File: config.mk
export PLATFORM = sky130hd
export DESIGN_NAME = audio_edge_partition_tracker_top
export DESIGN_NICKNAME = d
export VERILOG_FILES = /design/src/aept_pkg.sv /design/src/audio_edge_partition_tracker_top.sv
export SDC_FILE = /design/constraint.sdc
export NUM_CORES = 1
export LEC_CHECK = 0
export BUFFER_PORTS_ARGS = -buffer_cell sky130_fd_sc_hd__buf_2
export CAP_MARGIN = 20
export CORE_MARGIN = 3
export CORE_UTILIZATION = 35
export CTS_BUF_LIST = sky130_fd_sc_hd__clkbuf_4
export CTS_CLUSTER_SIZE = 28
export DETAILED_ROUTE_END_ITERATION = 7
export GPL_ROUTABILITY_DRIVEN = 0
export PLACE_DENSITY = 0.55
export SLEW_MARGIN = 25
export SYNTH_ARGS = -nofsm -noshare
export SYNTH_HDL_FRONTEND = slang
export SYNTH_SLANG_ARGS = --single-unit
File: constraint.sdc
create_clock -name i_clk -period 7.4 [get_ports i_clk]
set_clock_uncertainty 0.15 [all_clocks]
set_input_delay 1.11 -clock i_clk [delete_from_list [all_inputs] [get_ports i_clk]]
set_output_delay 1.11 -clock i_clk [all_outputs]
set_load 0.02 [all_outputs]
File: src/aept_pkg.sv
// ============================================================================
// Audio edge partition tracker - shared definitions
// Widths, register indexes, reset values and word layouts for the tracker.
// ============================================================================
package aept_pkg;

    // Sample and configuration widths
    localparam int SAMPLE_BITS = 16;
    localparam int THR_BITS    = 16;

    // Saturating run counters and wrapping message counter
    localparam int RUN_BITS   = 16;
    localparam int COUNT_BITS = 16;
    localparam int PIDX_BITS  = 16;

    // Common width for run vs threshold compares
    localparam int CMP_BITS  = (RUN_BITS > THR_BITS) ? RUN_BITS : THR_BITS;
    // Message counter widened so the partition index can always be selected
    localparam int CNTX_BITS = (COUNT_BITS > PIDX_BITS) ? COUNT_BITS : PIDX_BITS;

    // Run length at or below which the handshake phase ends
    localparam logic [RUN_BITS-1:0] SHORT_RUN = RUN_BITS'(3);

    // Configuration port
    localparam int CFG_IDX_BITS = 1;
    localparam logic [CFG_IDX_BITS-1:0] REG_EDGE_THR = CFG_IDX_BITS'(0);
    localparam logic [CFG_IDX_BITS-1:0] REG_LONG_RUN = CFG_IDX_BITS'(1);

    localparam logic [THR_BITS-1:0] EDGE_THR_RESET = THR_BITS'(1000);
    localparam logic [THR_BITS-1:0] LONG_RUN_RESET = THR_BITS'(64);

    // Stream word widths (output padded to whole bytes)
    localparam int IN_DATA_BITS  = 16;
    localparam int OUT_USED_BITS = 1 + 1 + 2 + PIDX_BITS;
    localparam int OUT_DATA_BITS = ((OUT_USED_BITS + 7) / 8) * 8;

endpackage

File: src/audio_edge_partition_tracker_top.sv
// ============================================================================
// Audio edge partition tracker - top level
// Recovers a digital level from audio sample differences and tracks a
// three-phase idle / handshake / message machine with a message counter.
// ============================================================================
// Usage:
//   Input stream (i_s_axis_*): one signed 16-bit sample per word.
//   Output stream (o_m_axis_*): one result word per accepted sample, in order.
//   Config channel (i_cfg_*): index 0 writes the edge threshold, index 1 the
//   long run threshold; o_cfg_ready is always high. Write only while idle.
// Timing:
//   A sample taken at one edge lands in the input register, is evaluated by
//   one shallow level of compare / count logic, and is loaded into the result
//   register once that register is free: throughput 1 word per cycle while
//   i_m_axis_tready stays high, set by the state update loop.
// Reset:
//   Thresholds return to 1000 and 64, runs, phase and message count clear;
//   the first sample afterwards only primes the previous sample and level.
// Backpressure:
//   When the receiver holds i_m_axis_tready low, the result register and the
//   input register each hold one word; o_s_axis_tready drops once both fill.
// ============================================================================
module audio_edge_partition_tracker_top (
    input  logic                              i_clk,
    input  logic                              i_rst_n,
    // Sample stream
    input  logic                              i_s_axis_tvalid,
    output logic                              o_s_axis_tready,
    // [15:0] sample (signed)
    input  logic [aept_pkg::IN_DATA_BITS-1:0] i_s_axis_tdata,
    // Result stream
    output logic                              o_m_axis_tvalid,
    input  logic                              i_m_axis_tready,
    // [0] phase_changed, [1] level, [3:2] phase, [19:4] partition_index,
    // upper bits zero
    output logic [aept_pkg::OUT_DATA_BITS-1:0] o_m_axis_tdata,
    // Configuration writes
    input  logic                              i_cfg_valid,
    output logic                              o_cfg_ready,
    input  logic [aept_pkg::CFG_IDX_BITS-1:0] i_cfg_index,
    input  logic [aept_pkg::THR_BITS-1:0]     i_cfg_data
);

    typedef enum logic [1:0] {
        PH_IDLE      = 2'd0,
        PH_HANDSHAKE = 2'd1,
        PH_MESSAGE   = 2'd2
    } t_phase;

    localparam logic [aept_pkg::RUN_BITS-1:0] RUN_MAX = '1;

    // Configuration registers
    logic [aept_pkg::THR_BITS-1:0]    r_edge_thr;
    logic [aept_pkg::THR_BITS-1:0]    r_long_thr;

    // Input stage
    logic                             r_in_valid;
    logic signed [aept_pkg::SAMPLE_BITS-1:0] r_in_sample;

    // Tracker state
    logic                             r_primed;
    logic [aept_pkg::SAMPLE_BITS-1:0] r_last_sample;
    logic                             r_last_level;
    logic [aept_pkg::RUN_BITS-1:0]    r_high_run;
    logic [aept_pkg::RUN_BITS-1:0]    r_low_run;
    t_phase                           r_phase;
    logic [aept_pkg::COUNT_BITS-1:0]  r_msg;

    // Result register
    logic                             r_out_valid;
    logic                             r_out_changed;
    logic                             r_out_level;
    t_phase                           r_out_phase;
    logic [aept_pkg::PIDX_BITS-1:0]   r_out_pidx;

    // Next values
    logic                             n_level;
    logic [aept_pkg::RUN_BITS-1:0]    n_high_run;
    logic [aept_pkg::RUN_BITS-1:0]    n_low_run;
    t_phase                           n_phase;
    logic                             n_changed;
    logic [aept_pkg::COUNT_BITS-1:0]  n_msg;
    logic [aept_pkg::PIDX_BITS-1:0]   n_pidx;

    logic                             out_free;
    logic                             advance;

    logic signed [aept_pkg::SAMPLE_BITS+1:0] diff;
    logic signed [aept_pkg::SAMPLE_BITS+1:0] thr_pos;
    logic signed [aept_pkg::SAMPLE_BITS+1:0] thr_neg;
    logic [aept_pkg::CMP_BITS-1:0]    high_cmp;
    logic [aept_pkg::CMP_BITS-1:0]    low_cmp;
    logic [aept_pkg::CMP_BITS-1:0]    long_cmp;
    logic [aept_pkg::CNTX_BITS-1:0]   msg_wide;

    // Handshake: result register frees when empty or taken
    assign out_free        = !r_out_valid || i_m_axis_tready;
    assign advance         = r_in_valid && out_free;
    assign o_s_axis_tready = !r_in_valid || out_free;
    assign o_cfg_ready     = 1'b1;

    // Level recovery from the sample difference
    always_comb begin
        diff    = (aept_pkg::SAMPLE_BITS+2)'(r_in_sample)
                - (aept_pkg::SAMPLE_BITS+2)'($signed(r_last_sample));
        thr_pos = $signed({2'b00, r_edge_thr});
        thr_neg = -thr_pos;
        if (diff >= thr_pos) begin
            n_level = 1'b1;
        end else if (diff <= thr_neg) begin
            n_level = 1'b0;
        end else begin
            n_level = r_last_level;
        end
    end

    // Saturating run counters
    always_comb begin
        if (n_level) begin
            n_high_run = (r_high_run == RUN_MAX) ? RUN_MAX : r_high_run + 1'b1;
            n_low_run  = '0;
        end else begin
            n_high_run = '0;
            n_low_run  = (r_low_run == RUN_MAX) ? RUN_MAX : r_low_run + 1'b1;
        end
        high_cmp = aept_pkg::CMP_BITS'(n_high_run);
        low_cmp  = aept_pkg::CMP_BITS'(n_low_run);
        long_cmp = aept_pkg::CMP_BITS'(r_long_thr);
    end

    // Phase machine and message counter
    always_comb begin
        n_phase   = r_phase;
        n_changed = 1'b0;
        n_msg     = r_msg;
        unique case (r_phase)
            PH_IDLE: begin
                if (low_cmp >= long_cmp) begin
                    n_phase   = PH_HANDSHAKE;
                    n_changed = 1'b1;
                end
            end
            PH_HANDSHAKE: begin
                if (n_low_run <= aept_pkg::SHORT_RUN &&
                    n_high_run <= aept_pkg::SHORT_RUN) begin
                    n_phase   = PH_MESSAGE;
                    n_changed = 1'b1;
                end
            end
            PH_MESSAGE: begin
                if (low_cmp >= long_cmp || high_cmp >= long_cmp) begin
                    n_phase   = PH_IDLE;
                    n_changed = 1'b1;
                    n_msg     = r_msg + 1'b1;
                end
            end
            default: begin
                n_phase = r_phase;
            end
        endcase
    end

    // Partition index: low bits of the message counter
    always_comb begin
        if (r_primed) begin
            msg_wide = aept_pkg::CNTX_BITS'(n_msg);
        end else begin
            msg_wide = aept_pkg::CNTX_BITS'(r_msg);
        end
        n_pidx = msg_wide[aept_pkg::PIDX_BITS-1:0];
    end

    // Registers: config, input stage, tracker state, result
    always_ff @(posedge i_clk) begin
        if (!i_rst_n) begin
            r_edge_thr    <= aept_pkg::EDGE_THR_RESET;
            r_long_thr    <= aept_pkg::LONG_RUN_RESET;
            r_in_valid    <= 1'b0;
            r_primed      <= 1'b0;
            r_last_sample <= '0;
            r_last_level  <= 1'b0;
            r_high_run    <= '0;
            r_low_run     <= '0;
            r_phase       <= PH_IDLE;
            r_msg         <= '0;
            r_out_valid   <= 1'b0;
        end else begin
            // Take configuration words
            if (i_cfg_valid) begin
                unique case (i_cfg_index)
                    aept_pkg::REG_EDGE_THR: r_edge_thr <= i_cfg_data;
                    aept_pkg::REG_LONG_RUN: r_long_thr <= i_cfg_data;
                    default:                r_edge_thr <= r_edge_thr;
                endcase
            end

            // Hold or refill the input stage
            if (o_s_axis_tready) begin
                r_in_valid  <= i_s_axis_tvalid;
                r_in_sample <= i_s_axis_tdata;
            end

            // Advance tracker state and load the result
            if (out_free) begin
                r_out_valid <= r_in_valid;
            end
            if (advance) begin
                r_primed      <= 1'b1;
                r_last_sample <= r_in_sample;
                r_out_pidx    <= n_pidx;
                if (!r_primed) begin
                    r_last_level  <= 1'b1;
                    r_out_changed <= 1'b0;
                    r_out_level   <= 1'b1;
                    r_out_phase   <= r_phase;
                end else begin
                    r_last_level  <= n_level;
                    r_high_run    <= n_high_run;
                    r_low_run     <= n_low_run;
                    r_phase       <= n_phase;
                    r_msg         <= n_msg;
                    r_out_changed <= n_changed;
                    r_out_level   <= n_level;
                    r_out_phase   <= n_phase;
                end
            end
        end
    end

    // Drive the result word
    assign o_m_axis_tvalid = r_out_valid;
    assign o_m_axis_tdata  = aept_pkg::OUT_DATA_BITS'(
        {r_out_pidx, r_out_phase, r_out_level, r_out_changed});

`ifndef NO_ASSERTIONS
    // At most one run counter is nonzero
    a_one_run: assert property (@(posedge i_clk) disable iff (!i_rst_n)
        (r_high_run == '0) || (r_low_run == '0))
        else $error("both run counters nonzero");

    // Before priming, the tracker state stays at its reset values
    a_unprimed_clear: assert property (@(posedge i_clk) disable iff (!i_rst_n)
        !r_primed |-> (r_phase == PH_IDLE && r_msg == '0 &&
                       r_high_run == '0 && r_low_run == '0))
        else $error("state moved before first sample");

    // The message counter only steps when a message ends
    a_msg_step: assert property (@(posedge i_clk) disable iff (!i_rst_n)
        ($past(i_rst_n) && r_msg != $past(r_msg)) |->
            ($past(r_phase) == PH_MESSAGE && r_phase == PH_IDLE))
        else $error("message count changed outside message end");
`endif

endmodule

**Word-level counts from Yosys, hierarchy flattened**

Cells that the tools add are included.

- Flip-flop bits (word level): 138
- Bits of input ports: 38
- Output and inout bits: 27
- Logic and storage cells: 64

- Add/subtract/negate cells: 5
- Magnitude comparators: 6
- Equality and inequality tests: 4
- Mux-type cells: 19
- Bitwise gates (word level): 1
- Reduce and logical (&&, ||, !) cells: 13

Operator list:

| cell | count |
|---|---|
| $mux 16 | 7 |
| $add 16x1->16 const B | 3 |
| $eq 16x16->1 const B | 2 |
| $ge 16x16->1 | 2 |
| $le 16x2->1 const B | 2 |
| $le 17x18->1 | 1 |
| $neg 16->18 | 1 |
| $ge 17x17->1 | 1 |
| $sub 16x16->17 | 1 |
| $reduce_and 2->1 | 5 |
| $mux 2 | 4 |
| $mux 1 | 6 |
| $pmux 2 s3 | 1 |
| $logic_or 1x1->1 | 3 |
| $pmux 1 s3 | 1 |
| $eq 2x1->1 const B | 1 |
| $eq 2x2->1 const B | 1 |
| $logic_and 1x1->1 | 2 |
| $logic_not 1->1 | 2 |
| $logic_not 2->1 | 1 |
| $not 1->1 | 1 |

**Logic depth before layout (Yosys ltp)**

Gate-level depths: netlist (run 1).

- Word-level depth: 10
- Depth in mapped cells: 31
- Mapped depth without buffers: 29

**Least setup slack after synthesis (run 1)**

OpenSTA, ideal clock, no wires.

- Kind: register -> register
- From: register r_in_sample[9] (netlist name)
- To: register r_out_pidx[0] (netlist name), data pin
- Setup time: 273 ps
- Arrival time: 5,907 ps
- Data required time: 6,977 ps
- Path slack: 1,070 ps
- Stages on the path, launching flop included: 27
- Buffers on the path: 4
- Clock period less this slack: 6,330 ps
- Path through: edfxtp_1 -> ha_1 -> clkbuf_1 -> inv_1 -> nor3_1 -> or3_1 -> a21o_1 -> a31oi_1 -> nor4b_1 -> a311o_1 -> ha_1 -> nand4_1 -> nor3_1 -> o311ai_1 -> nand3_1 -> mux2_2 -> nand2_1 -> buf_2 -> buf_1 -> a21oi_1 -> ha_1 -> a2111oi_0 -> o21ai_0 -> a211oi_1 -> a21oi_1 -> clkbuf_1 -> xor2_1

- Word-level cells in the longest chain between the ends: 10
- Elaborated cells on any way between the ends: 13
- Those cells by class: add/sub: 1; order compare: 4; mux: 7; reduce/logical: 1

RTL lines:

| item | RTL line | source |
|---|---|---|
| start: declaration | audio_edge_partition_tracker_top.sv:58 | `logic signed [aept_pkg::SAMPLE_BITS-1:0] r_in_sample;` |
| start signal: assignment | audio_edge_partition_tracker_top.sv:200 | `r_in_sample <= i_s_axis_tdata;` |
| $sub 16x16->17 * | audio_edge_partition_tracker_top.sv:105 | `- (aept_pkg::SAMPLE_BITS+2)'($signed(r_last_sample));` |
| $le 17x18->1 | audio_edge_partition_tracker_top.sv:110 | `end else if (diff <= thr_neg) begin` |
| $mux 1 | audio_edge_partition_tracker_top.sv:110 |  |
| $mux 1 * | audio_edge_partition_tracker_top.sv:108 | `if (diff >= thr_pos) begin` |
| $mux 16 * | audio_edge_partition_tracker_top.sv:119 | `if (n_level) begin` |
| via low_cmp, one bit | audio_edge_partition_tracker_top.sv:92 | `logic [aept_pkg::CMP_BITS-1:0] low_cmp;` |
| $ge 16x16->1 * | audio_edge_partition_tracker_top.sv:151 | `if (low_cmp >= long_cmp \|\| high_cmp >= long_cmp) begin` |
| $logic_or 1x1->1 * | audio_edge_partition_tracker_top.sv:151 |  |
| $mux 16 * | audio_edge_partition_tracker_top.sv:151 |  |
| $mux 16 * | audio_edge_partition_tracker_top.sv:136 | `unique case (r_phase)` |
| $mux 16 * | audio_edge_partition_tracker_top.sv:165 | `if (r_primed) begin` |
| via msg_wide, one bit | audio_edge_partition_tracker_top.sv:94 | `logic [aept_pkg::CNTX_BITS-1:0] msg_wide;` |
| end signal: assignment | audio_edge_partition_tracker_top.sv:210 | `r_out_pidx <= n_pidx;` |
| end: declaration | audio_edge_partition_tracker_top.sv:74 | `logic [aept_pkg::PIDX_BITS-1:0] r_out_pidx;` |

The timed path passes the listed nets; every way through them passes the cells marked *.
A chain may end at the register's enable or synchronous reset.

**Final worst setup path (run 1)**

- From: register r_in_sample[7] (netlist name)
- To: register r_out_pidx[15] (netlist name), data pin

The elaborated chain is that of the path after synthesis.

==> results of run 1 <==
==> worst max-delay path, stage by stage (launching register included) <==
cell       delay (ns)
edfxtp_1         0.41
ha_1             0.39
a21oi_1          0.19
nor3_1           0.08
or3_1            0.33
a21o_1           0.19
a31oi_1          0.24
nor4b_1          0.09
a311o_1          0.36
ha_1             0.33
nand4_1          0.11
nor3_1           0.29
o311ai_1         0.16
nand3_1          0.12
mux2_2           0.38
nand2_1          0.13
buf_4            0.29
a21oi_1          0.10
ha_1             0.34
a2111oi_0        0.41
o21ai_0          0.18
a211oi_1         0.53
a21oi_2          0.25
buf_4            0.24
nand4_1          0.10
xnor2_1          0.07
==> cells in the mapped netlist (13+ instances only) <==
cell	instances
nand2_1	194
dfxtp_1	102
ha_1	85
a21oi_1	75
inv_1	67
xnor2_1	53
nor2_1	52
a21boi_0	43
clkbuf_1	41
o21ai_0	41
edfxtp_1	36
nand3_1	35
nand2b_1	25
nand4_1	23
mux2i_1	22
a31oi_1	21
nor3_1	20
and3_1	19
nor2b_1	15
buf_2	13
==> worst paths after layout <==
kind | cells past startpoint | slack (ns) | from | end
max | 25 | 0.71 | r_in_sample[7] | r_out_pidx[15]
max reg2reg | 25 | 0.71 | r_in_sample[7] | r_out_pidx[15]
min | 2 | 0.32 | r_last_sample[5] | r_last_sample[5]
min reg2reg | 2 | 0.32 | r_last_sample[5] | r_last_sample[5]
==> through the flow <==
stage	power, mW	hold slack (ns)	area, um^2	std cells
after floorplan	1.08	0.275	9280	1134
after global placement	1.17	0.291	9790	1468
after detailed placement	1.18	0.301	9790	1468
after CTS	1.67	0.326	10000	1499
after global routing	1.75	0.348	10000	1500
final	1.64	0.324	10000	1500
==> repair_timing <==
action,in CTS,in global routing
gates resized for setup,0,2
endpoints found under the setup margin,0,7
hold endpoints to repair,0,0
==> logic make-up after synthesis <==
group,count (synthesis)
simple gates,426
mux,24
buf+inv,135
flops,138
xor+xnor,63
other cells,2
fa+ha+maj,86
compound gates,257
==> flip-flops by register name (all words and copies together), names as in the netlist, 2 cells and up <==
register       count
r_msg             16
r_high_run        16
r_phase            2
long_cmp          16
r_out_phase        2
r_low_run         16
r_last_sample     16
r_out_pidx        16
r_in_sample       16
r_edge_thr        16
==> report_power, final <==
group	switching, mW	internal, mW	total (mW)
sequential	0.0150	0.797	0.812
combinational	0.218	0.131	0.349
clock	0.311	0.172	0.483
==> routing by layer <==
layer	vias up	global-route usage	wire [um]
met5	-	0	0
met4	0	0.0381	235
met2	138	0.260	10500
met1	3562	0.227	11500
met3	16	0.0250	821
li1	4008	-	-
==> layout make-up <==
type | instances | area [um^2] | share of cell area
clock inverter | 13 | 120 | 0.0120
clock buffer | 18 | 135 | 0.0134
antenna | 1 | 2.50 | 0.000249
multi-input combinational | 861 | 5610 | 0.558
sequential | 138 | 3120 | 0.311
tap | 330 | 413 | 0.0411
timing repair buffer | 71 | 388 | 0.0386
inverter | 68 | 255 | 0.0254
==> impl_metrics.json, run 1 <==
{
  "status": "completed",
  "num_vias": 7724,
  "cts_root_buf": "clkbuf_4",
  "cp-end-kind": "flip-flop",
  "finish.utilization": 0.392,
  "die_w_um": 169,
  "finalSetupViolCount": 0,
  "synth-edff-count": 36,
  "synth_area_leaders": "dfxtp_1, edfxtp_1, ha_1",
  "finalWirelength_um": 23000,
  "period_minus_slack_ns": 6.69,
  "clkTransAtPathRegs_ns": 0.13,
  "synth_xor_area_frac": 0.0595,
  "layout-drive-gt1-share": 0.109,
  "startpoint_type": "flip-flop",
  "hold_buffers": 0,
  "io_buffers": 59,
  "maxSlewHeadroom": 0.393,
  "path_class": "flip-flop to flip-flop",
  "drtIter0Drc": 491,
  "yosys_warnings": 0,
  "drv_cap": 0,
  "num_io_pins": 65,
  "cts_setup_buffers": 0,
  "final_cell_mix": "nand2_1, dfxtp_1, ha_1",
  "synth-seq-cells": 138,
  "synthMuxAreaShare": 0.0262,
  "holdCritPathClass": "flip-flop to flip-flop",
  "synth_top_area_share": 0.220,
  "crit_fanout": 22,
  "syn-cell-area_um2": 9270,
  "grt_pass1_vias": 7215,
  "synthFlopType": "dfxtp_1",
  "worst_slack_ns": 0.707,
  "fin_crit_sh": 0.904,
  "core_area_um2": 25600,
  "grt_pass1_wl_um": 37300,
  "dpl_worst_slack_ns": 0.407,
  "dieArea_um2": 28500,
  "yosys.area.top_type": "dfxtp_1",
  "cts.htree.levels": 4,
  "worstSkewPairLatency_ns": 0.56,
  "dieHeight_um": 169,
  "synthAdderAreaFrac": 0.117,
  "cp.required_ns": 7.58,
  "clockBufferDepth": 2,
  "clock.fmax_mhz": 149,
  "synth_top_family_by_area": "simple AND/OR/NAND/NOR gates",
  "wl_per_cell_um": 15.3,
  "cts_buffers": 17,
  "start_util": 0.362,
  "final_common_cell": "nand2_1",
  "grt_start_max_net_pins": 65,
  "worst_slew_pin_slew_ns": 0.910,
  "synthCells": 1131,
  "yosysSeqAreaShare": 0.337,
  "nets": 1281,
  "crit_arrival_ns": 6.87,
  "drtPass1Iterations": 5,
  "syn_avg_cell_area_um2": 8.20,
  "tns_ns": 0,
  "finalHoldViolations": 0,
  "drc": 0,
  "p_leak_nw": 3.98,
  "vias_per_cell": 5.15,
  "dp_hpwl_um": 16900,
  "synthArstFlopShare": 0,
  "grt_overflow": 0,
  "cts_sinks": 138,
  "peakVddDrop_uv": 85.2,
  "grt_usage": 0.161,
  "powerDensity_nw_per_um2": 164,
  "ant_nets": 0,
  "rows": 58,
  "synth_compound_area_frac": 0.181,
  "slew_viol_final": 0,
  "yosysUniqueCellTypes": 66,
  "antenna_found_initial": 1,
  "rsz0062_at_grt": "false",
  "nFillCells": 2655,
  "synthSimpleGateAreaFrac": 0.219,
  "cts_tree": "done",
  "area_growth_pct": 8.41
}
(Power assumes the default switching activity.)
==> run 2, diff against run 1 <==
--- a/config.mk
+++ b/config.mk
@@ -5,15 +5,17 @@
 export SDC_FILE = /design/constraint.sdc
 export NUM_CORES = 1
 export LEC_CHECK = 0
-export BUFFER_PORTS_ARGS = -buffer_cell sky130_fd_sc_hd__buf_2
 export CAP_MARGIN = 20
+export CELL_PAD_IN_SITES_DETAIL_PLACEMENT = 1
+export CELL_PAD_IN_SITES_GLOBAL_PLACEMENT = 2
 export CORE_MARGIN = 3
 export CORE_UTILIZATION = 35
 export CTS_BUF_LIST = sky130_fd_sc_hd__clkbuf_4
 export CTS_CLUSTER_SIZE = 28
 export DETAILED_ROUTE_END_ITERATION = 7
+export DONT_BUFFER_PORTS = 1
 export GPL_ROUTABILITY_DRIVEN = 0
-export PLACE_DENSITY = 0.55
+export PLACE_DENSITY_LB_ADDON = 0.1
 export SLEW_MARGIN = 25
 export SYNTH_ARGS = -nofsm -noshare
 export SYNTH_HDL_FRONTEND = slang
==> run 2 against run 1 <==
Fmax is 0.33% lower. Global-route usage is 2.4 points higher. Sequential power is 1% higher. Via count is 0.83% lower. Sequential share of layout area is 0.83 points higher. Total power is 4.1% higher. Clock-buffer cell count is 1 lower. First-iteration DRC count is 31% lower. Clock power is 18% higher. Combinational power is 7.7% lower. Largest power group unchanged. Highest routed layer unchanged.
==> impl_metrics.json, run 2 (same netlist as run 1, synthesis figures left out) <==
{
  "path_class": "flip-flop to flip-flop",
  "clkTransAtPathRegs_ns": 0.16,
  "drv_cap": 0,
  "cts_setup_buffers": 0,
  "cts_tree": "done",
  "worst_slack_ns": 0.685,
  "drtIter0Drc": 339,
  "cts_root_buf": "clkbuf_4",
  "grt_usage": 0.185,
  "worst_slew_pin_slew_ns": 0.950,
  "drc": 0,
  "nFillCells": 3112,
  "power_mw": 1.71,
  "finalHoldViolations": 0,
  "cts.htree.levels": 4,
  "clockBufferDepth": 2,
  "die_w_um": 169,
  "finalSetupViolCount": 0,
  "cp-end-kind": "flip-flop",
  "crit_fanout": 23,
  "wl_per_cell_um": 18.0,
  "multi_input_comb_area_um2": 5610,
  "peakVddDrop_uv": 102,
  "dieArea_um2": 28500,
  "status": "completed",
  "dieHeight_um": 169,
  "tns_ns": 0,
  "vias_per_cell": 5.32,
  "cts_resized": 0,
  "period_minus_slack_ns": 6.71,
  "p_leak_nw": 3.77,
  "hold_buffers": 0,
  "core_area_um2": 25600,
  "fin_crit_sh": 0.907,
  "rows": 58,
  "antenna_found_initial": 1,
  "cts_buffers": 17,
  "dp_hpwl_um": 19400,
  "cts_sinks": 138,
  "final_cell_mix": "nand2_1, dfxtp_1, ha_1",
  "grt_pass1_wl_um": 42200,
  "powerDensity_nw_per_um2": 175,
  "start_util": 0.362,
  "grt_pass1_vias": 7718,
  "finalWirelength_um": 26000,
  "nets": 1220,
  "whs_ns": 0.326,
  "regArea_um2": 3120,
  "crit_arrival_ns": 6.89,
  "finish.utilization": 0.382,
  "dpl_worst_slack_ns": 0.383,
  "num_vias": 7660,
  "ant_nets": 0,
  "slew_viol_final": 0,
  "area_growth_pct": 5.59,
  "startpoint_type": "flip-flop",
  "rsz0062_at_grt": "false",
  "holdCritPathClass": "flip-flop to flip-flop",
  "cp.required_ns": 7.58,
  "drtPass1Iterations": 4,
  "grt_overflow": 0,
  "io_buffers": 0,
  "maxSlewHeadroom": 0.367,
  "num_io_pins": 65,
  "clock.fmax_mhz": 149,
  "grt_start_max_net_pins": 116,
  "worstSkewPairLatency_ns": 0.58,
  "final_common_cell": "nand2_1",
  "layout-drive-gt1-share": 0.0604
}
[run 2: cell count changes in the layout (fill, tap and decap cells not counted), sizes merged]
| cell | change |
|---|---|
| clkinvlp | -1 |
| inv | +4 |
| bufinv | +1 |
| clkinv | -2 |
| buf | -61 |
| clkbuf | -1 |
[run 2: routing by layer]
metal  part of all wire  vias up  wire, um  track usage
met4             0.0094        0       245       0.0363
met3              0.027       20       707       0.0322
met5                  0        -         0            0
met1               0.49     3670     12800        0.254
li1                   -     3893         -            -
met2               0.47       77     12200        0.307
[run 2: through the flow]
step                instances  cell area [um^2]
finish                   1440              9790
global placement         1407              9470
global route             1440              9790
floorplan                1134              9280
CTS                      1439              9780
detailed placement       1407              9470
[run 2: layout make-up]
class                           count  share of cell area
Clock buffer                       17              0.0130
Tap cell                          330              0.0422
Clock inverter                     15              0.0184
Timing Repair Buffer               10             0.00767
Multi-Input combinational cell    861               0.573
Sequential cell                   138               0.319
Antenna cell                        1            0.000256
Inverter                           68              0.0261
[run 2: power by group]
group	total, mW	switching, mW	leakage, nW	internal [mW]
Sequential	0.820	0.0214	1.15	0.798
Clock	0.569	0.355	0.166	0.215
Combinational	0.322	0.202	2.46	0.120
Total	1.71	0.578	3.77	1.13
[run 2: final timing paths]
path / startpoint / to / slack [ns] / cells after the start
worst max-delay path: r_in_sample[9] / r_out_pidx[1] / 0.69 / 26
worst min-delay path: r_last_sample[7] / r_last_sample[7] / 0.33 / 2
worst max register to register: r_in_sample[9] / r_out_pidx[1] / 0.69 / 26
worst min register to register: r_last_sample[7] / r_last_sample[7] / 0.33 / 2
[run 2: critical path: stages, from the launching register on]
cell       delay, ns
edfxtp_1        0.42
ha_1            0.41
inv_1           0.16
nor3_1          0.09
or3_1           0.33
a21o_1          0.19
a31oi_1         0.24
nor4b_1         0.09
a311o_1         0.37
ha_1            0.33
nand4_1         0.11
nor3_1          0.28
o311ai_1        0.18
nand3_1         0.12
mux2_2          0.37
nand2_1         0.08
buf_4           0.27
a31oi_1         0.11
o21a_1          0.16
ha_1            0.28
nand4_1         0.12
a2111oi_0       0.33
a211oi_1        0.13
buf_4           0.18
a21oi_2         0.40
buf_4           0.25
mux2_2          0.33
